<file path="src/spi_nand_command_sequencer_defines.svh">
// Assertion macros shared by the SPI NAND command sequencer modules.
`ifndef SPI_NAND_COMMAND_SEQUENCER_DEFINES_SVH
`define SPI_NAND_COMMAND_SEQUENCER_DEFINES_SVH

// Same-cycle implication, checked on clk with arst_n low masking the check.
`define SNCS_ASSERT_IMP(name, ante, cons, msg) \
	name: assert property (@(posedge clk) disable iff (!arst_n) (ante) |-> (cons)) \
		else $error(msg);

// Next-cycle implication.
`define SNCS_ASSERT_NXT(name, ante, cons, msg) \
	name: assert property (@(posedge clk) disable iff (!arst_n) (ante) |=> (cons)) \
		else $error(msg);

`endif

</file>
<file path="src/sncs_pkg.sv">
// Shared types and constants of the SPI NAND command sequencer.
package sncs_pkg;

	// Plane select bit in the column and erase row shift
	localparam int unsigned PLANE_BIT       = 12;
	localparam int unsigned ERASE_ROW_SHIFT = 6;
	// column with plane bit, wide enough for plane bit positions up to 15
	localparam int unsigned COL_W           = 16;

	localparam int unsigned QDEPTH = 2;
	localparam int unsigned QPTR_W = (QDEPTH > 1) ? $clog2(QDEPTH) : 1;
	localparam int unsigned QCNT_W = $clog2(QDEPTH + 1);

	localparam logic [3:0] PPB_LOG2_RESET = 4'd6;

	// Request codes
	typedef enum logic [1:0] {
		CMD_READ   = 2'd0,
		CMD_PROG   = 2'd1,
		CMD_ERASE  = 2'd2,
		CMD_STATUS = 2'd3
	} cmd_t;

	// Result codes
	localparam logic [2:0] RC_OK       = 3'd0;
	localparam logic [2:0] RC_ECC      = 3'd1;
	localparam logic [2:0] RC_PROGFAIL = 3'd2;
	localparam logic [2:0] RC_ERASEFAIL= 3'd3;
	localparam logic [2:0] RC_REJECT   = 3'd4;

	// Payload kinds
	localparam logic [1:0] PK_NONE  = 2'd0;
	localparam logic [1:0] PK_READ  = 2'd1;
	localparam logic [1:0] PK_WRITE = 2'd2;

	// Flash opcodes
	localparam logic [7:0] OP_PAGE_READ  = 8'h13;
	localparam logic [7:0] OP_CACHE_READ = 8'h03;
	localparam logic [7:0] OP_PROG_LOAD  = 8'h02;
	localparam logic [7:0] OP_PROG_EXEC  = 8'h10;
	localparam logic [7:0] OP_ERASE      = 8'hd8;
	localparam logic [7:0] OP_WREN       = 8'h06;
	localparam logic [7:0] OP_GET_FEAT   = 8'h0f;
	localparam logic [7:0] FEAT_STATUS   = 8'hc0;

	// Waits in microseconds
	localparam logic [11:0] DLY_PAGE_READ = 12'd100;
	localparam logic [11:0] DLY_PROG      = 12'd400;
	localparam logic [11:0] DLY_ERASE     = 12'd4000;

	// Work handed from front to back
	typedef enum logic [2:0] {
		K_EVENT    = 3'd0,   // no frame, done flag and code only
		K_POLL     = 3'd1,   // status read again
		K_READ_FIN = 3'd2,   // cache read frame
		K_READ     = 3'd3,
		K_PROG     = 3'd4,
		K_ERASE    = 3'd5
	} job_kind_t;

	typedef struct packed {
		job_kind_t        kind;
		logic [15:0]      row;
		logic [COL_W-1:0] col;
		logic [12:0]      len;
		logic             done;
		logic [2:0]       code;
	} job_t;

endpackage

</file>
<file path="src/spi_nand_command_sequencer.sv">
// Path: a request is written into the job queue, then its beats pass through the output register.
// Throughput: one result beat per cycle while out_ready is high; a request gives 1 to 4 beats (program gives 4),
// so the back end's one-frame-per-cycle expansion, stalled while out_ready is low, limits the request rate.
// Requests are taken every cycle while the two-entry job queue has room.
// Reset (arst_n low, asynchronous): no pending operation, empty queue, no output beat,
// pages_per_block_log2 = 6, saved read column and length zero.
module spi_nand_command_sequencer (
	input  logic        clk,
	input  logic        arst_n,
	input  logic        cfg_wr_en,
	input  logic [3:0]  cfg_wr_data,
	input  logic        in_valid,
	output logic        in_ready,
	input  logic [1:0]  command,
	input  logic [15:0] page,
	input  logic [9:0]  block,
	input  logic [11:0] column,
	input  logic [12:0] length,
	input  logic [7:0]  status_byte,
	output logic        out_valid,
	input  logic        out_ready,
	output logic [7:0]  opcode,
	output logic [23:0] header_args,
	output logic [2:0]  header_len,
	output logic [1:0]  payload_kind,
	output logic [12:0] payload_len,
	output logic [11:0] delay_us,
	output logic        op_done,
	output logic [2:0]  result_code,
	output logic        last
);

	logic           q_full, push, pop, head_valid;
	sncs_pkg::job_t push_job, head;

	sncs_front u_front (
		.clk         (clk),
		.arst_n      (arst_n),
		.cfg_wr_en   (cfg_wr_en),
		.cfg_wr_data (cfg_wr_data),
		.in_valid    (in_valid),
		.in_ready    (in_ready),
		.command     (command),
		.page        (page),
		.block       (block),
		.column      (column),
		.length      (length),
		.status_byte (status_byte),
		.q_full      (q_full),
		.push        (push),
		.push_job    (push_job)
	);

	sncs_queue u_queue (
		.clk        (clk),
		.arst_n     (arst_n),
		.push       (push),
		.push_job   (push_job),
		.pop        (pop),
		.full       (q_full),
		.head_valid (head_valid),
		.head       (head)
	);

	sncs_back u_back (
		.clk          (clk),
		.arst_n       (arst_n),
		.head_valid   (head_valid),
		.head         (head),
		.pop          (pop),
		.out_valid    (out_valid),
		.out_ready    (out_ready),
		.opcode       (opcode),
		.header_args  (header_args),
		.header_len   (header_len),
		.payload_kind (payload_kind),
		.payload_len  (payload_len),
		.delay_us     (delay_us),
		.op_done      (op_done),
		.result_code  (result_code),
		.last         (last)
	);

endmodule

</file>
<file path="src/sncs_front.sv">
// Front end: takes requests, tracks the pending operation, builds jobs.
module sncs_front (
	input  logic                clk,
	input  logic                arst_n,
	input  logic                cfg_wr_en,
	input  logic [3:0]          cfg_wr_data,
	input  logic                in_valid,
	output logic                in_ready,
	input  logic [1:0]          command,
	input  logic [15:0]         page,
	input  logic [9:0]          block,
	input  logic [11:0]         column,
	input  logic [12:0]         length,
	input  logic [7:0]          status_byte,
	input  logic                q_full,
	output logic                push,
	output sncs_pkg::job_t      push_job
);

	typedef enum logic [3:0] {
		PH_IDLE  = 4'b0001,
		PH_READ  = 4'b0010,
		PH_PROG  = 4'b0100,
		PH_ERASE = 4'b1000
	} phase_t;

	phase_t                        phase_q, phase_d;
	logic [3:0]                    ppb_log2_q;
	logic [sncs_pkg::COL_W-1:0]    saved_col_q;
	logic [12:0]                   saved_len_q;
	logic [sncs_pkg::COL_W-1:0]    plane_col;
	logic [15:0]                   erase_row;
	logic                          save_en;
	sncs_pkg::cmd_t                cmd;

	assign cmd      = sncs_pkg::cmd_t'(command);
	assign in_ready = !q_full;
	assign push     = in_valid && in_ready;

	// column with plane select from block parity
	assign plane_col = sncs_pkg::COL_W'(column)
		| (sncs_pkg::COL_W'(page[ppb_log2_q]) << sncs_pkg::PLANE_BIT);
	assign erase_row = 16'(32'(block) << sncs_pkg::ERASE_ROW_SHIFT);

	// classify the request against the pending operation
	always_comb begin
		phase_d          = phase_q;
		save_en          = 1'b0;
		push_job.kind    = sncs_pkg::K_EVENT;
		push_job.row     = page;
		push_job.col     = plane_col;
		push_job.len     = length;
		push_job.done    = 1'b0;
		push_job.code    = sncs_pkg::RC_REJECT;
		if (cmd == sncs_pkg::CMD_STATUS) begin
			priority if (phase_q == PH_IDLE) begin
				push_job.kind = sncs_pkg::K_EVENT;
			end else if (status_byte[0]) begin
				push_job.kind = sncs_pkg::K_POLL;
			end else if (phase_q == PH_READ) begin
				push_job.kind = sncs_pkg::K_READ_FIN;
				push_job.col  = saved_col_q;
				push_job.len  = saved_len_q;
				push_job.done = 1'b1;
				push_job.code = (status_byte[5:4] == 2'b10) ? sncs_pkg::RC_ECC
					: sncs_pkg::RC_OK;
				phase_d       = PH_IDLE;
			end else if (phase_q == PH_PROG) begin
				push_job.done = 1'b1;
				push_job.code = status_byte[3] ? sncs_pkg::RC_PROGFAIL : sncs_pkg::RC_OK;
				phase_d       = PH_IDLE;
			end else begin
				push_job.done = 1'b1;
				push_job.code = status_byte[2] ? sncs_pkg::RC_ERASEFAIL : sncs_pkg::RC_OK;
				phase_d       = PH_IDLE;
			end
		end else if (phase_q != PH_IDLE) begin
			push_job.kind = sncs_pkg::K_EVENT;
		end else begin
			push_job.code = sncs_pkg::RC_OK;
			unique case (cmd)
				sncs_pkg::CMD_READ: begin
					push_job.kind = sncs_pkg::K_READ;
					save_en       = 1'b1;
					phase_d       = PH_READ;
				end
				sncs_pkg::CMD_PROG: begin
					push_job.kind = sncs_pkg::K_PROG;
					phase_d       = PH_PROG;
				end
				default: begin
					push_job.kind = sncs_pkg::K_ERASE;
					push_job.row  = erase_row;
					phase_d       = PH_ERASE;
				end
			endcase
		end
	end

	// control state
	always_ff @(posedge clk or negedge arst_n) begin
		if (!arst_n) begin
			phase_q     <= PH_IDLE;
			ppb_log2_q  <= sncs_pkg::PPB_LOG2_RESET;
			saved_col_q <= '0;
			saved_len_q <= '0;
		end else begin
			if (cfg_wr_en) begin
				ppb_log2_q <= cfg_wr_data;
			end
			if (push) begin
				phase_q <= phase_d;
				if (save_en) begin
					saved_col_q <= plane_col;
					saved_len_q <= length;
				end
			end
		end
	end

endmodule

</file>
<file path="src/sncs_queue.sv">
// Small job queue between front and back end.
`include "spi_nand_command_sequencer_defines.svh"
module sncs_queue (
	input  logic                clk,
	input  logic                arst_n,
	input  logic                push,
	input  sncs_pkg::job_t      push_job,
	input  logic                pop,
	output logic                full,
	output logic                head_valid,
	output sncs_pkg::job_t      head
);

	sncs_pkg::job_t                    entries_q [sncs_pkg::QDEPTH];
	logic [sncs_pkg::QPTR_W-1:0]       wr_ptr_q, rd_ptr_q;
	logic [sncs_pkg::QCNT_W-1:0]       count_q;

	assign full       = (count_q == sncs_pkg::QCNT_W'(sncs_pkg::QDEPTH));
	assign head_valid = (count_q != '0);
	assign head       = entries_q[rd_ptr_q];

	// storage
	always_ff @(posedge clk) begin
		if (push) begin
			entries_q[wr_ptr_q] <= push_job;
		end
	end

	// pointers and fill count
	always_ff @(posedge clk or negedge arst_n) begin
		if (!arst_n) begin
			wr_ptr_q <= '0;
			rd_ptr_q <= '0;
			count_q  <= '0;
		end else begin
			if (push) begin
				wr_ptr_q <= (wr_ptr_q == sncs_pkg::QPTR_W'(sncs_pkg::QDEPTH - 1)) ? '0
					: wr_ptr_q + 1'b1;
			end
			if (pop) begin
				rd_ptr_q <= (rd_ptr_q == sncs_pkg::QPTR_W'(sncs_pkg::QDEPTH - 1)) ? '0
					: rd_ptr_q + 1'b1;
			end
			if (push && !pop) begin
				count_q <= count_q + 1'b1;
			end else if (pop && !push) begin
				count_q <= count_q - 1'b1;
			end
		end
	end

	`SNCS_ASSERT_IMP(a_no_overflow, push, !full || pop, "job pushed into full queue")
	`SNCS_ASSERT_IMP(a_no_underflow, pop, head_valid, "job popped from empty queue")

endmodule

</file>
<file path="src/sncs_back.sv">
// Back end: expands a job into frame beats through an output register.
`include "spi_nand_command_sequencer_defines.svh"
module sncs_back (
	input  logic                clk,
	input  logic                arst_n,
	input  logic                head_valid,
	input  sncs_pkg::job_t      head,
	output logic                pop,
	output logic                out_valid,
	input  logic                out_ready,
	output logic [7:0]          opcode,
	output logic [23:0]         header_args,
	output logic [2:0]          header_len,
	output logic [1:0]          payload_kind,
	output logic [12:0]         payload_len,
	output logic [11:0]         delay_us,
	output logic                op_done,
	output logic [2:0]          result_code,
	output logic                last
);

	logic [1:0]  idx_q;
	logic        load;
	logic        out_valid_q;
	logic [7:0]  opcode_q, b_opcode;
	logic [23:0] args_q, b_args;
	logic [2:0]  hlen_q, b_hlen;
	logic [1:0]  pkind_q, b_pkind;
	logic [12:0] plen_q, b_plen;
	logic [11:0] dly_q, b_dly;
	logic        done_q, b_done;
	logic [2:0]  code_q, b_code;
	logic        last_q, b_last;
	logic [23:0] row_args, col_args;

	assign row_args = 24'(head.row);
	assign col_args = 24'(head.col) << 8;

	assign load = head_valid && (!out_valid_q || out_ready);
	assign pop  = load && b_last;

	// beat contents for the current job and beat index
	always_comb begin
		b_opcode = '0;
		b_args   = '0;
		b_hlen   = '0;
		b_pkind  = sncs_pkg::PK_NONE;
		b_plen   = '0;
		b_dly    = '0;
		b_done   = 1'b0;
		b_code   = sncs_pkg::RC_OK;
		b_last   = 1'b0;
		// status read frame, used by several jobs
		if ((head.kind == sncs_pkg::K_POLL)
			|| (head.kind == sncs_pkg::K_READ && idx_q == 2'd1)
			|| (head.kind == sncs_pkg::K_PROG && idx_q == 2'd3)
			|| (head.kind == sncs_pkg::K_ERASE && idx_q == 2'd2)) begin
			b_opcode = sncs_pkg::OP_GET_FEAT;
			b_args   = {sncs_pkg::FEAT_STATUS, 16'h0000};
			b_hlen   = 3'd2;
			b_pkind  = sncs_pkg::PK_READ;
			b_plen   = 13'd1;
			b_last   = 1'b1;
		end else begin
			unique case (head.kind)
				sncs_pkg::K_EVENT: begin
					b_done = head.done;
					b_code = head.code;
					b_last = 1'b1;
				end
				sncs_pkg::K_READ_FIN: begin
					b_opcode = sncs_pkg::OP_CACHE_READ;
					b_args   = col_args;
					b_hlen   = 3'd4;
					b_pkind  = sncs_pkg::PK_READ;
					b_plen   = head.len;
					b_done   = 1'b1;
					b_code   = head.code;
					b_last   = 1'b1;
				end
				sncs_pkg::K_READ: begin
					b_opcode = sncs_pkg::OP_PAGE_READ;
					b_args   = row_args;
					b_hlen   = 3'd4;
					b_dly    = sncs_pkg::DLY_PAGE_READ;
				end
				sncs_pkg::K_PROG: begin
					unique case (idx_q)
						2'd0: begin
							b_opcode = sncs_pkg::OP_WREN;
							b_hlen   = 3'd1;
						end
						2'd1: begin
							b_opcode = sncs_pkg::OP_PROG_LOAD;
							b_args   = col_args;
							b_hlen   = 3'd3;
							b_pkind  = sncs_pkg::PK_WRITE;
							b_plen   = head.len;
						end
						default: begin
							b_opcode = sncs_pkg::OP_PROG_EXEC;
							b_args   = row_args;
							b_hlen   = 3'd4;
							b_dly    = sncs_pkg::DLY_PROG;
						end
					endcase
				end
				sncs_pkg::K_ERASE: begin
					if (idx_q == 2'd0) begin
						b_opcode = sncs_pkg::OP_WREN;
						b_hlen   = 3'd1;
					end else begin
						b_opcode = sncs_pkg::OP_ERASE;
						b_args   = row_args;
						b_hlen   = 3'd4;
						b_dly    = sncs_pkg::DLY_ERASE;
					end
				end
				default: begin
					b_last = 1'b1;
				end
			endcase
		end
	end

	// beat index and output valid
	always_ff @(posedge clk or negedge arst_n) begin
		if (!arst_n) begin
			idx_q       <= '0;
			out_valid_q <= 1'b0;
		end else begin
			if (load) begin
				idx_q       <= b_last ? 2'd0 : idx_q + 2'd1;
				out_valid_q <= 1'b1;
			end else if (out_ready) begin
				out_valid_q <= 1'b0;
			end
		end
	end

	// output payload register
	always_ff @(posedge clk) begin
		if (load) begin
			opcode_q <= b_opcode;
			args_q   <= b_args;
			hlen_q   <= b_hlen;
			pkind_q  <= b_pkind;
			plen_q   <= b_plen;
			dly_q    <= b_dly;
			done_q   <= b_done;
			code_q   <= b_code;
			last_q   <= b_last;
		end
	end

	assign out_valid    = out_valid_q;
	assign opcode       = opcode_q;
	assign header_args  = args_q;
	assign header_len   = hlen_q;
	assign payload_kind = pkind_q;
	assign payload_len  = plen_q;
	assign delay_us     = dly_q;
	assign op_done      = done_q;
	assign result_code  = code_q;
	assign last         = last_q;

	`SNCS_ASSERT_NXT(a_idx_restart, pop, idx_q == 2'd0, "beat index not cleared after job")
	`SNCS_ASSERT_IMP(a_single_beat_idx,
		head_valid && (head.kind == sncs_pkg::K_EVENT || head.kind == sncs_pkg::K_POLL
		|| head.kind == sncs_pkg::K_READ_FIN), idx_q == 2'd0,
		"single-beat job seen past its first beat")

endmodule
</file>
<file path="config.mk">
export PLATFORM = sky130hd
export DESIGN_NAME = spi_nand_command_sequencer
export DESIGN_NICKNAME = d
export VERILOG_FILES = /design/src/sncs_pkg.sv /design/src/spi_nand_command_sequencer.sv /design/src/sncs_front.sv /design/src/sncs_queue.sv /design/src/sncs_back.sv
export VERILOG_INCLUDE_DIRS = /design/src /design/src/src
export SDC_FILE = /design/constraint.sdc
export NUM_CORES = 1
export LEC_CHECK = 0
export BUFFER_PORTS_ARGS = -buffer_cell sky130_fd_sc_hd__buf_4
export CAP_MARGIN = 20
export CORE_MARGIN = 2
export CORE_UTILIZATION = 30
export CTS_BUF_LIST = sky130_fd_sc_hd__clkbuf_8
export DETAILED_ROUTE_END_ITERATION = 10
export RECOVER_POWER = 25
export SLEW_MARGIN = 20
export SYNTH_ARGS = -nofsm -noshare
export SYNTH_HDL_FRONTEND = slang
export SYNTH_SLANG_ARGS = --single-unit
</file>
<file path="constraint.sdc">
create_clock -name clk -period 5.2 [get_ports clk]
set_input_delay 0.78 -clock clk [delete_from_list [all_inputs] [get_ports clk]]
set_output_delay 0.78 -clock clk [all_outputs]
set_load 0.01 [all_outputs]
</file>
# Yosys cells after proc, flatten, opt, wreduce, memory -nomap -nowiden
# Memory sizes are Yosys's and may differ from the RTL's.
# Index checks and enable logic that the tools add are counted.
# word_totals
register_bits	111
latch_bits	0
ram_bits	104
romBits	0
in_bits	70
wordCells	134
n_memories	1
# mem_list
name	words	word_bits	rd	rd_clocked_by_memory_dff	write_ports	line_no	rtl
u_queue.entries_q	2	52	1	0	1	sncs_queue.sv:14	sncs_pkg::job_t entries_q [sncs_pkg::QDEPTH];
# classes
add_sub_neg	5
n_mul	0
n_div	0
order_cmp	1
eq_ne	19
shift	0
mux	58
bitwise	2
n_reduce_logical	30
# op_table
op	count
$pmux 24 s4	1
$mux 33	2
$mux 16	4
$pmux 24 s2	1
$pmux 12 s3	1
$pmux 8 s4	1
$mux 30	1
$mux 29	1
$pmux 13 s2	1
$mux 3	8
$mux 4	5
$mux 2	7
$mux 1	13
$mux 13	1
$or 12x13->13	1
$mux 12	1
$pmux 3 s2	2
$eq 2x2->1 const B	5
$pmux 5 s2	1
$reduce_or 2->1	5
$mux 9	1
$pmux 3 s3	1
$logic_and 1x1->1	8
$mux 8	1
other kinds (27)	42

# Logic depth before layout (Yosys ltp)
# Gate-level depths: netlist of run 1.
# An unclocked memory read counts as a cell.
# depth
depth_word	11
ltp_mapped	10
ltp_nobuf	10

# Modules after synthesis
# A second synthesis of run 1 with hierarchy kept.
# hier_totals
cells_unflattened	543
area_unflattened_um2	9100.0
# by_module_without_submodules
mod	instances	cells_per_inst	area_per_inst_um2	seq_area_each_um2
sncs_queue	1	178	4192.8	3223.1
sncs_back	1	195	2720.1	1786.7
sncs_front	1	170	2187.1	854.6

# Worst setup path before layout of run 1
# OpenSTA, ideal clock, no wires.
# synth_path
kind	input to register
startpoint	in in_valid
endpoint	mem u_queue.entries_q[0][0] (netlist name), enable pin
setup_ns	0.456
arrival_ns	3.028
slack_ns	1.716
path_stages	2
n_path_buf	0
path_cell_list	nand2_1 -> nor2_1
# synth_between
elab_chain_cells	3
# synth_rtl
element	line_no	rtl
from (decl)	spi_nand_command_sequencer.sv:12	input logic in_valid,
$logic_and 1x1->1	sncs_front.sv:38	assign push = in_valid && in_ready;
$mux 1	sncs_queue.sv:24	if (push) begin
$mux 1 (not written as such)	sncs_queue.sv:25	entries_q[wr_ptr_q] <= push_job;
to (decl)	sncs_queue.sv:14	
# No other way between the ends.

# Final worst setup path of run 1
# layout_path
startpoint	reg u_queue.rd_ptr_q
endpoint	reg u_back.opcode_q[1] (netlist: u_back.opcode[1]) (data pin)
# layout_between
elab_chain_cells	6
# layout_rtl
element	line_no	rtl
from (decl)	sncs_queue.sv:15	logic [sncs_pkg::QPTR_W-1:0] wr_ptr_q, rd_ptr_q;
from (signal assigned)	sncs_queue.sv:41	rd_ptr_q <= (rd_ptr_q == sncs_pkg::QPTR_W'(sncs_pkg::QDEPTH - 1)) ? '0
$mem_v2 2x52 *	--	
$eq 3x2->1	sncs_back.sv:55, sncs_back.sv:65	
$logic_and 1x1->1	sncs_back.sv:55	|| (head.kind == sncs_pkg::K_READ && idx_q == 2'd1)
$logic_or 1x1->1	sncs_back.sv:55	
$logic_or 1x1->1	sncs_back.sv:56	|| (head.kind == sncs_pkg::K_PROG && idx_q == 2'd3)
$logic_or 1x1->1	sncs_back.sv:57	|| (head.kind == sncs_pkg::K_ERASE && idx_q == 2'd2)) begin
to (signal assigned)	sncs_back.sv:144	opcode_q <= b_opcode;
to (decl)	sncs_back.sv:25	logic [7:0] opcode_q, b_opcode;
# Mark *: on every way between the ends. The rest lies on a longest branch, timed or not.
# A chain may end at the register's enable or synchronous reset.

==> results.sh, run 1 <==
export IMPL_outcome="finished, violations left"
export IMPL_violations="max-capacitance violations, max-slew violations"
export IMPL_dpl_worst_slack_ns=1.79
export IMPL_arrival_ns=3.32
export IMPL_power_frac_seq_pct=50.9
export IMPL_power_density_nw_per_um2=526
export IMPL_slowest_delay_ns=1.10
export IMPL_fin_tns_setup_ns=0
export IMPL_vdd_ir_drop_max_uv=226
export IMPL_placed_cells=1012
export IMPL_globalplace_congestion=0.762
export IMPL_fin_skew_ns=0.0152
export IMPL_period_minus_slack_ns=3.12
export IMPL_intPower_uw=3380
export IMPL_post_dp_hpwl_mm=11.4
export IMPL_cts_buffers=17
export IMPL_first_global_vias=4771
export IMPL_p_leak_uw=0.00382
export IMPL_antenna_left=0
export IMPL_core_area_um2=27800
export IMPL_power_switching_uw=1840
export IMPL_synthAdderAreaFrac_pct=1.04
export IMPL_synth_simple_area_share_pct=6.91
export IMPL_crit_type="flip-flop to flip-flop"
export IMPL_crit_slowest_cell="dfrtp_4"
export IMPL_layout_cells_non_filler=1045
export IMPL_cts_buffer_depth=2
export IMPL_cts_tree="yes"
export IMPL_synth_edf_count=153
export IMPL_worstSetupStartpointType="flip-flop"
export IMPL_slew_violations=42
export IMPL_die_w_um=172
export IMPL_synth_top_area_cell="edfxtp_1"
export IMPL_ys_flop_type="edfxtp_1"
export IMPL_synth_mux_area_fraction_pct=16.4
export IMPL_synth_warnings=0
export IMPL_drive_gt1_share_pct=32.6
export IMPL_io_buffer_count=130
export IMPL_core_rowCount=61
export IMPL_critical_path_top_delay_family="simple AND/OR/NAND/NOR gates"
export IMPL_start_util_pct=30.4
export IMPL_setup_violations=0
export IMPL_drtPass1Iterations=4
export IMPL_clk_latency_ns=0.46
export IMPL_ctsHtreeMaxLevel=4
export IMPL_crit_required_ns=5.41
export IMPL_routedWlPerCell_um=17.0
export IMPL_tightest_slew_ns=2.65
export IMPL_synth_distinct_cells=65
export IMPL_timing_final_crit_share_pct=60.0
export IMPL_synth_compound_area_share_pct=4.79
export IMPL_cts_sinks=194
export IMPL_p_sw_share_pct=35.2
export IMPL_synth_top_area_share_pct=54.3
export IMPL_synthArstFlopShare_pct=21.1
export IMPL_wirelength_mm=17.8
export IMPL_avgSynthCellArea_um2=15.9
export IMPL_grt_antenna_before_repair=2
export IMPL_ys_seq_area_share_pct=66.5
export IMPL_p_comb_share_pct=30.7
export IMPL_clk_pin_slew_ns=0.11
export IMPL_cts_setup_buffers=0
export IMPL_die_height_um=172
export IMPL_viasPerCell=4.49
export IMPL_synth_top_family_by_area="multiplexers"
export IMPL_critPathBufInv=0
export IMPL_grt_remaining_overflow=0
export IMPL_grt_pass1_wl_mm=27.0
export IMPL_synth_area_um2=8460
export IMPL_fmax_mhz=321
export IMPL_setup_ws_ns=2.08
export IMPL_netlist_instances=533
export IMPL_p_clk_share_pct=18.4
export IMPL_hold_viol=0
export IMPL_die_area_um2=29500
export IMPL_hold_class="flip-flop to flip-flop"
export IMPL_ys_seq_elements=194
export IMPL_cp_max_fo=60
export IMPL_rsz0062_at_grt="false"
export IMPL_hold_buffers=0
export IMPL_root_buffer="clkbuf_8"
export IMPL_drtIter0Drc=200
export IMPL_relSlewSlack_pct=-76.9
export IMPL_vias=4695
export IMPL_grt_start_max_net_pins=61
export IMPL_cp_end_kind="flip-flop"
export IMPL_synth_area_top_cells="edfxtp_1 (54%), dfrtp_1 (11%), mux2_2 (8.8%)"
export IMPL_grt_use_total_pct=12.3
export IMPL_synth_xor_area_share_pct=0.621
export IMPL_drv_cap=1
export IMPL_io_pin_count=139
export IMPL_cp_cell_sequence="mux2_2, nand3_1, nand3_2, or3b_1"
export IMPL_regToRegSetupSlack_ns=2.08
export IMPL_layout_area_overhead_vs_synth_pct=17.3
export IMPL_layout_nets=730
export IMPL_drcViolationCount=0
export IMPL_cts_resized=0
## final cells by class
cell class              instances  area [µm²]
diodes                          1        2.50
repair buffers                134         865
clock buffers                  17         234
inverters                      10        37.5
flip-flops and latches        194        5630
clock inverters                15         146
fillers                      2803       17900
well taps                     378         473
multi-input cells             296        2530
## stage by stage
| stage | utilization, % | total power, µW | instance area, µm² | hold slack, ns |
|---|---|---|---|---|
| 3_5_place_dp | 35.0 | 4460 | 9710 | 0.477 |
| 4_1_cts | 36.3 | 5440 | 10100 | 0.308 |
| 5_1_grt | 35.7 | 5560 | 9910 | 0.492 |
| 6_report | 35.7 | 5220 | 9920 | 0.496 |
| 2_1_floorplan | - | 3780 | 8470 | 0.449 |
| 3_3_place_gp | 34.9 | 4410 | 9680 | 0.465 |
## power groups by stage
stage / clock (µW) / combinational [µW] / sequential, µW
final: 959 / 1600 / 2650
after global routing: 1070 / 1780 / 2720
after CTS: 1000 / 1760 / 2670
after detailed placement: 0 / 1760 / 2700
after global placement: 0 / 1720 / 2690
after floorplan: 0 / 1130 / 2650
## flip-flops by register name, summed over array words and instances, names as in the netlist, 4 cells and up
signal	count
u_back.delay_us	4
u_front.phase_q	4
u_queue.entries_q	98
u_front.saved_len_q	13
u_back.payload_len	13
u_front.ppb_log2_q	4
u_front.saved_col_q	13
u_back.opcode	6
u_back.header_args	22
## tightest hold or removal path, stage by stage, from the launching register on
cell	delay, ns
dfrtp_1	0.36
nand2_1	0.04
o21ai_0	0.06
## metal layers
layer  wire, µm  part of all wire, %  vias to the layer above  global-route usage [%]
met5         10                0.056                        -                       0
li1           -                    -                     2230                       -
met3       1160                  6.5                       18                    3.82
met2       8280                   47                      124                    20.0
met1       8050                   45                     2321                    15.7
met4        280                  1.6                        2                    3.84
## cells in the mapped netlist (all sizes together) (7+ instances only)
library cell	n
nor3	9
nand2	17
mux2i	54
mux2	67
nor2	35
and2	9
inv	10
buf	33
o21ai	17
ha	7
dfrtp	38
a21oi	12
edfxtp	153
o32ai	7
## layout by cell type, fill, tap and decap left out, types with 3 or more instances in the layout
cell	synthesis	routed
inv_1	10	10
mux2i_1	53	53
inv_8	0	4
nor2_1	35	34
o32ai_1	6	6
nand3_1	3	3
mux2_2	66	66
xnor2_1	4	4
a21o_1	3	3
clkbuf_8	1	17
clkbuf_1	2	43
nand2b_1	3	3
conb_1	1	5
edfxtp_1	153	153
dfrtp_1	38	37
mux4_2	4	4
nand2_1	17	17
o21ai_0	15	16
o211ai_1	3	3
ha_1	7	7
nor3_1	9	9
inv_6	0	4
a21oi_1	11	11
buf_4	12	90
and2_1	8	8
## worst paths after layout
kind,startpoint,end,cells after the start
hold / removal,u_front.saved_col_q[12],u_front.saved_col_q[12],2
setup reg to reg,u_queue.rd_ptr_q,u_back.opcode[1],4
setup / recovery,u_queue.rd_ptr_q,u_back.opcode[1],4
max in group asynchronous,arst_n,u_queue.rd_ptr_q,1
min in group asynchronous,arst_n,u_front.saved_len_q[6],1
hold reg to reg,u_front.saved_col_q[12],u_front.saved_col_q[12],2
## cell families (layout without fill, tap and decap cells)
logic type | after synthesis | count (layout)
XOR/XNOR | 6 | 6
other | 1 | 6
adder cells (fa/ha/maj) | 7 | 7
flip-flops | 194 | 194
multiplexers | 125 | 125
AO/OA/AOI/OAI | 54 | 54
buffers and inverters | 47 | 176
AND/OR/NAND/NOR | 99 | 99
Note: power is estimated with default switching activity, not from simulation.
==> run 2: changes to the inputs <==
--- a/config.mk
+++ b/config.mk
@@ -6,6 +6,7 @@
 export SDC_FILE = /design/constraint.sdc
 export NUM_CORES = 1
 export LEC_CHECK = 0
+export ABC_AREA = 1
 export BUFFER_PORTS_ARGS = -buffer_cell sky130_fd_sc_hd__buf_4
 export CAP_MARGIN = 20
 export CORE_MARGIN = 2
==> constraint.sdc (replaced) <==
create_clock -name clk -period 2.6 [get_ports clk]
set_input_delay 0.39 -clock clk [delete_from_list [all_inputs] [get_ports clk]]
set_output_delay 0.39 -clock clk [all_outputs]
set_load 0.01 [all_outputs]
==> results.sh, run 2 <==
export IMPL_outcome="complete, no violations"
export IMPL_crit_required_ns=2.96
export IMPL_intPower_uw=6750
export IMPL_grt_start_max_net_pins=60
export IMPL_rsz0062_at_grt="false"
export IMPL_vdd_ir_drop_max_uv=456
export IMPL_hold_buffers=1
export IMPL_placed_area_um2=9940
export IMPL_grt_antenna_before_repair=0
export IMPL_viasPerCell=4.32
export IMPL_crit_start="u_queue.rd_ptr_q"
export IMPL_drtPass1Iterations=5
export IMPL_crit_path_end="u_queue.count_q[1]"
export IMPL_n_fill_cell=2761
export IMPL_cts_buffers=17
export IMPL_power_frac_seq_pct=45.9
export IMPL_start_util_pct=30.6
export IMPL_synth_top_area_cell="edfxtp_1"
export IMPL_setup_ws_ns=0.268
export IMPL_first_global_vias=5306
export IMPL_hold_class="input pin to flip-flop"
export IMPL_layout_nets=998
export IMPL_reg2reg_to="u_queue.count_q[1]"
export IMPL_synth_most_common_cell="nand2_1"
export IMPL_power_uw=11100
export IMPL_routedWlPerCell_um=14.0
export IMPL_cts_buffer_depth=2
export IMPL_cp_cell_sequence="buf_4, nand2_1, nand2_2, inv_2, nor2_1, nand2_2, nand4_1, nand2_1, ha_1, a21oi_1, o21ai_0, xnor2_1"
export IMPL_synthArstFlopShare_pct=21.1
export IMPL_cp_end_kind="flip-flop"
export IMPL_crit_type="flip-flop to flip-flop"
export IMPL_final_common_cell="nand2_1"
export IMPL_core_rowCount=61
export IMPL_avgSynthCellArea_um2=10.8
export IMPL_antenna_left=0
export IMPL_relSlewSlack_pct=20.4
export IMPL_cts_setup_buffers=0
export IMPL_netlist_instances=789
export IMPL_synth_top_area_share_pct=53.9
export IMPL_arrival_ns=2.69
export IMPL_ys_seq_elements=194
export IMPL_p_sw_share_pct=39.1
export IMPL_cts_tree="yes"
export IMPL_final_cell_mix="nand2_1 (225), edfxtp_1 (153), buf_4 (90), o21ai_0 (84), inv_1 (72)"
export IMPL_p_leak_uw=0.00429
export IMPL_fin_tns_setup_ns=0
export IMPL_die_height_um=173
export IMPL_globalplace_congestion=0.822
export IMPL_clk_latency_ns=0.48
export IMPL_ys_seq_area_share_pct=66.0
export IMPL_synth_warnings=0
export IMPL_synth_area_um2=8520
export IMPL_ctsHtreeMaxLevel=4
export IMPL_drv_cap=0
export IMPL_grt_use_total_pct=12.5
export IMPL_synth_edf_count=153
export IMPL_ys_top_cells_by_count="nand2_1 (225), edfxtp_1 (153), o21ai_0 (84), inv_1 (73), nor2_1 (48)"
export IMPL_setup_violations=0
export IMPL_drcViolationCount=0
export IMPL_wirelength_mm=18.4
export IMPL_io_pin_count=139
export IMPL_r2r_cells=12
export IMPL_post_dp_hpwl_mm=12.9
export IMPL_fin_skew_ns=0.0185
export IMPL_fmax_mhz=429
export IMPL_fin_area_um2=10100
export IMPL_regToRegSetupSlack_ns=0.27
export IMPL_synth_area_top_cells="edfxtp_1 (54%), dfrtp_1 (11%), nand2_1 (9.9%)"
export IMPL_cts_resized=0
export IMPL_layout_area_overhead_vs_synth_pct=19.0
export IMPL_crit_slowest_cell="dfrtp_1"
export IMPL_antenna_cells=0
export IMPL_largest_reg_flops=98
export IMPL_ys_flop_type="edfxtp_1"
export IMPL_cts_sinks=194
export IMPL_p_comb_share_pct=36.5
export IMPL_timing_final_crit_share_pct=89.7
export IMPL_r2r_start="u_queue.rd_ptr_q"
export IMPL_power_switching_uw=4340
export IMPL_dpl_worst_slack_ns=0.377
export IMPL_core_area_um2=27900
export IMPL_slew_violations=0
export IMPL_worstSetupStartpointType="flip-flop"
export IMPL_synth_distinct_cells=40
export IMPL_tightest_slew_ns=1.19
export IMPL_grt_remaining_overflow=0
export IMPL_drtIter0Drc=479
export IMPL_final_core_util_pct=36.4
export IMPL_drive_gt1_share_pct=17.0
export IMPL_root_buffer="clkbuf_8"
export IMPL_slowest_delay_ns=0.55
export IMPL_io_buffer_count=130
export IMPL_clk_pin_slew_ns=0.10
export IMPL_cp_max_fo=10
export IMPL_period_minus_slack_ns=2.33
export IMPL_hold_viol=0
export IMPL_grt_pass1_wl_mm=29.1
export IMPL_power_density_nw_per_um2=1090
export IMPL_largest_register="u_queue.entries_q"
export IMPL_vias=5667
export IMPL_die_area_um2=29800
export IMPL_p_clk_share_pct=17.6
export IMPL_die_w_um=173
## run 2: cell count changes after synthesis, sizes merged, moves of 6 or more
cell    previous run  this run
and2               9         0
buf               33        23
clkbuf             4        20
inv               10        77
mux2              67         5
mux2i             54        18
nand2             17       232
nand3              5        27
nor2              35        60
o21ai             17        84
o32ai              7         1
## run 2: logic make-up after synthesis
group           share of synthesized area (%)
compound gates                           6.89
simple gates                             16.8
mux                                      2.77
fa+ha+maj                                1.03
other cells                            0.0440
flops                                    66.0
buf+inv                                  6.28
xor+xnor                                0.206
## run 2: final cells by class
type	instances	area, µm²	share of cell area, %
tap	378	473	4.66
sequential	194	5620	55.5
multi-input combinational	479	2400	23.7
timing repair buffer	152	932	9.19
clock inverter	15	179	1.76
inverter	77	298	2.94
clock buffer	17	234	2.31
## run 2: worst max-delay path: cells and delay by family, from the launching register on
kind | cells | cell delay (ns)
AOI/OAI and AO/OA | 2 | 0.22
xor gates and xnor gates | 1 | 0.13
adders and majority gates | 1 | 0.34
buffers and inverters | 2 | 0.31
DFF | 1 | 0.55
and+or+nand+nor | 6 | 0.67
## run 2: power by group through the flow
stage	Clock, µW	Combinational (µW)	Sequential (µW)
2_1_floorplan	0	2510	5360
3_3_place_gp	0	4390	5170
3_5_place_dp	0	4450	5190
4_1_cts	2010	4470	5120
5_1_grt	2140	4550	5210
6_report	1950	4060	5090
## run 2: layer usage
metal	global-route usage [%]	up-vias	share of wire, %
li1	-	2873	-
met1	16.3	2657	46
met2	20.3	123	48
met3	3.14	14	4.7
met4	4.20	0	1.1
met5	0	-	0
## run 2: worst min-delay path by stage
| stage | from | endpoint | cells past startpoint |
|---|---|---|---|
| 2_1_floorplan | arst_n | u_back.idx_q[0] | 0 |
| 3_3_place_gp | arst_n | u_front.saved_col_q[10] | 1 |
| 3_5_place_dp | arst_n | u_front.saved_col_q[10] | 1 |
| 4_1_cts | out_ready | u_back.out_valid | 2 |
| 5_1_grt | out_ready | u_back.out_valid | 2 |
| 6_report | out_ready | u_back.out_valid | 2 |
## run 2: per-stage QoR
stage                     instances  hold WS (ns)
after floorplan                 793        0.0944
after global placement         1279         0.445
after detailed placement       1279         0.440
after CTS                      1312        0.0811
after global routing           1312        0.0851
final                          1312         0.117
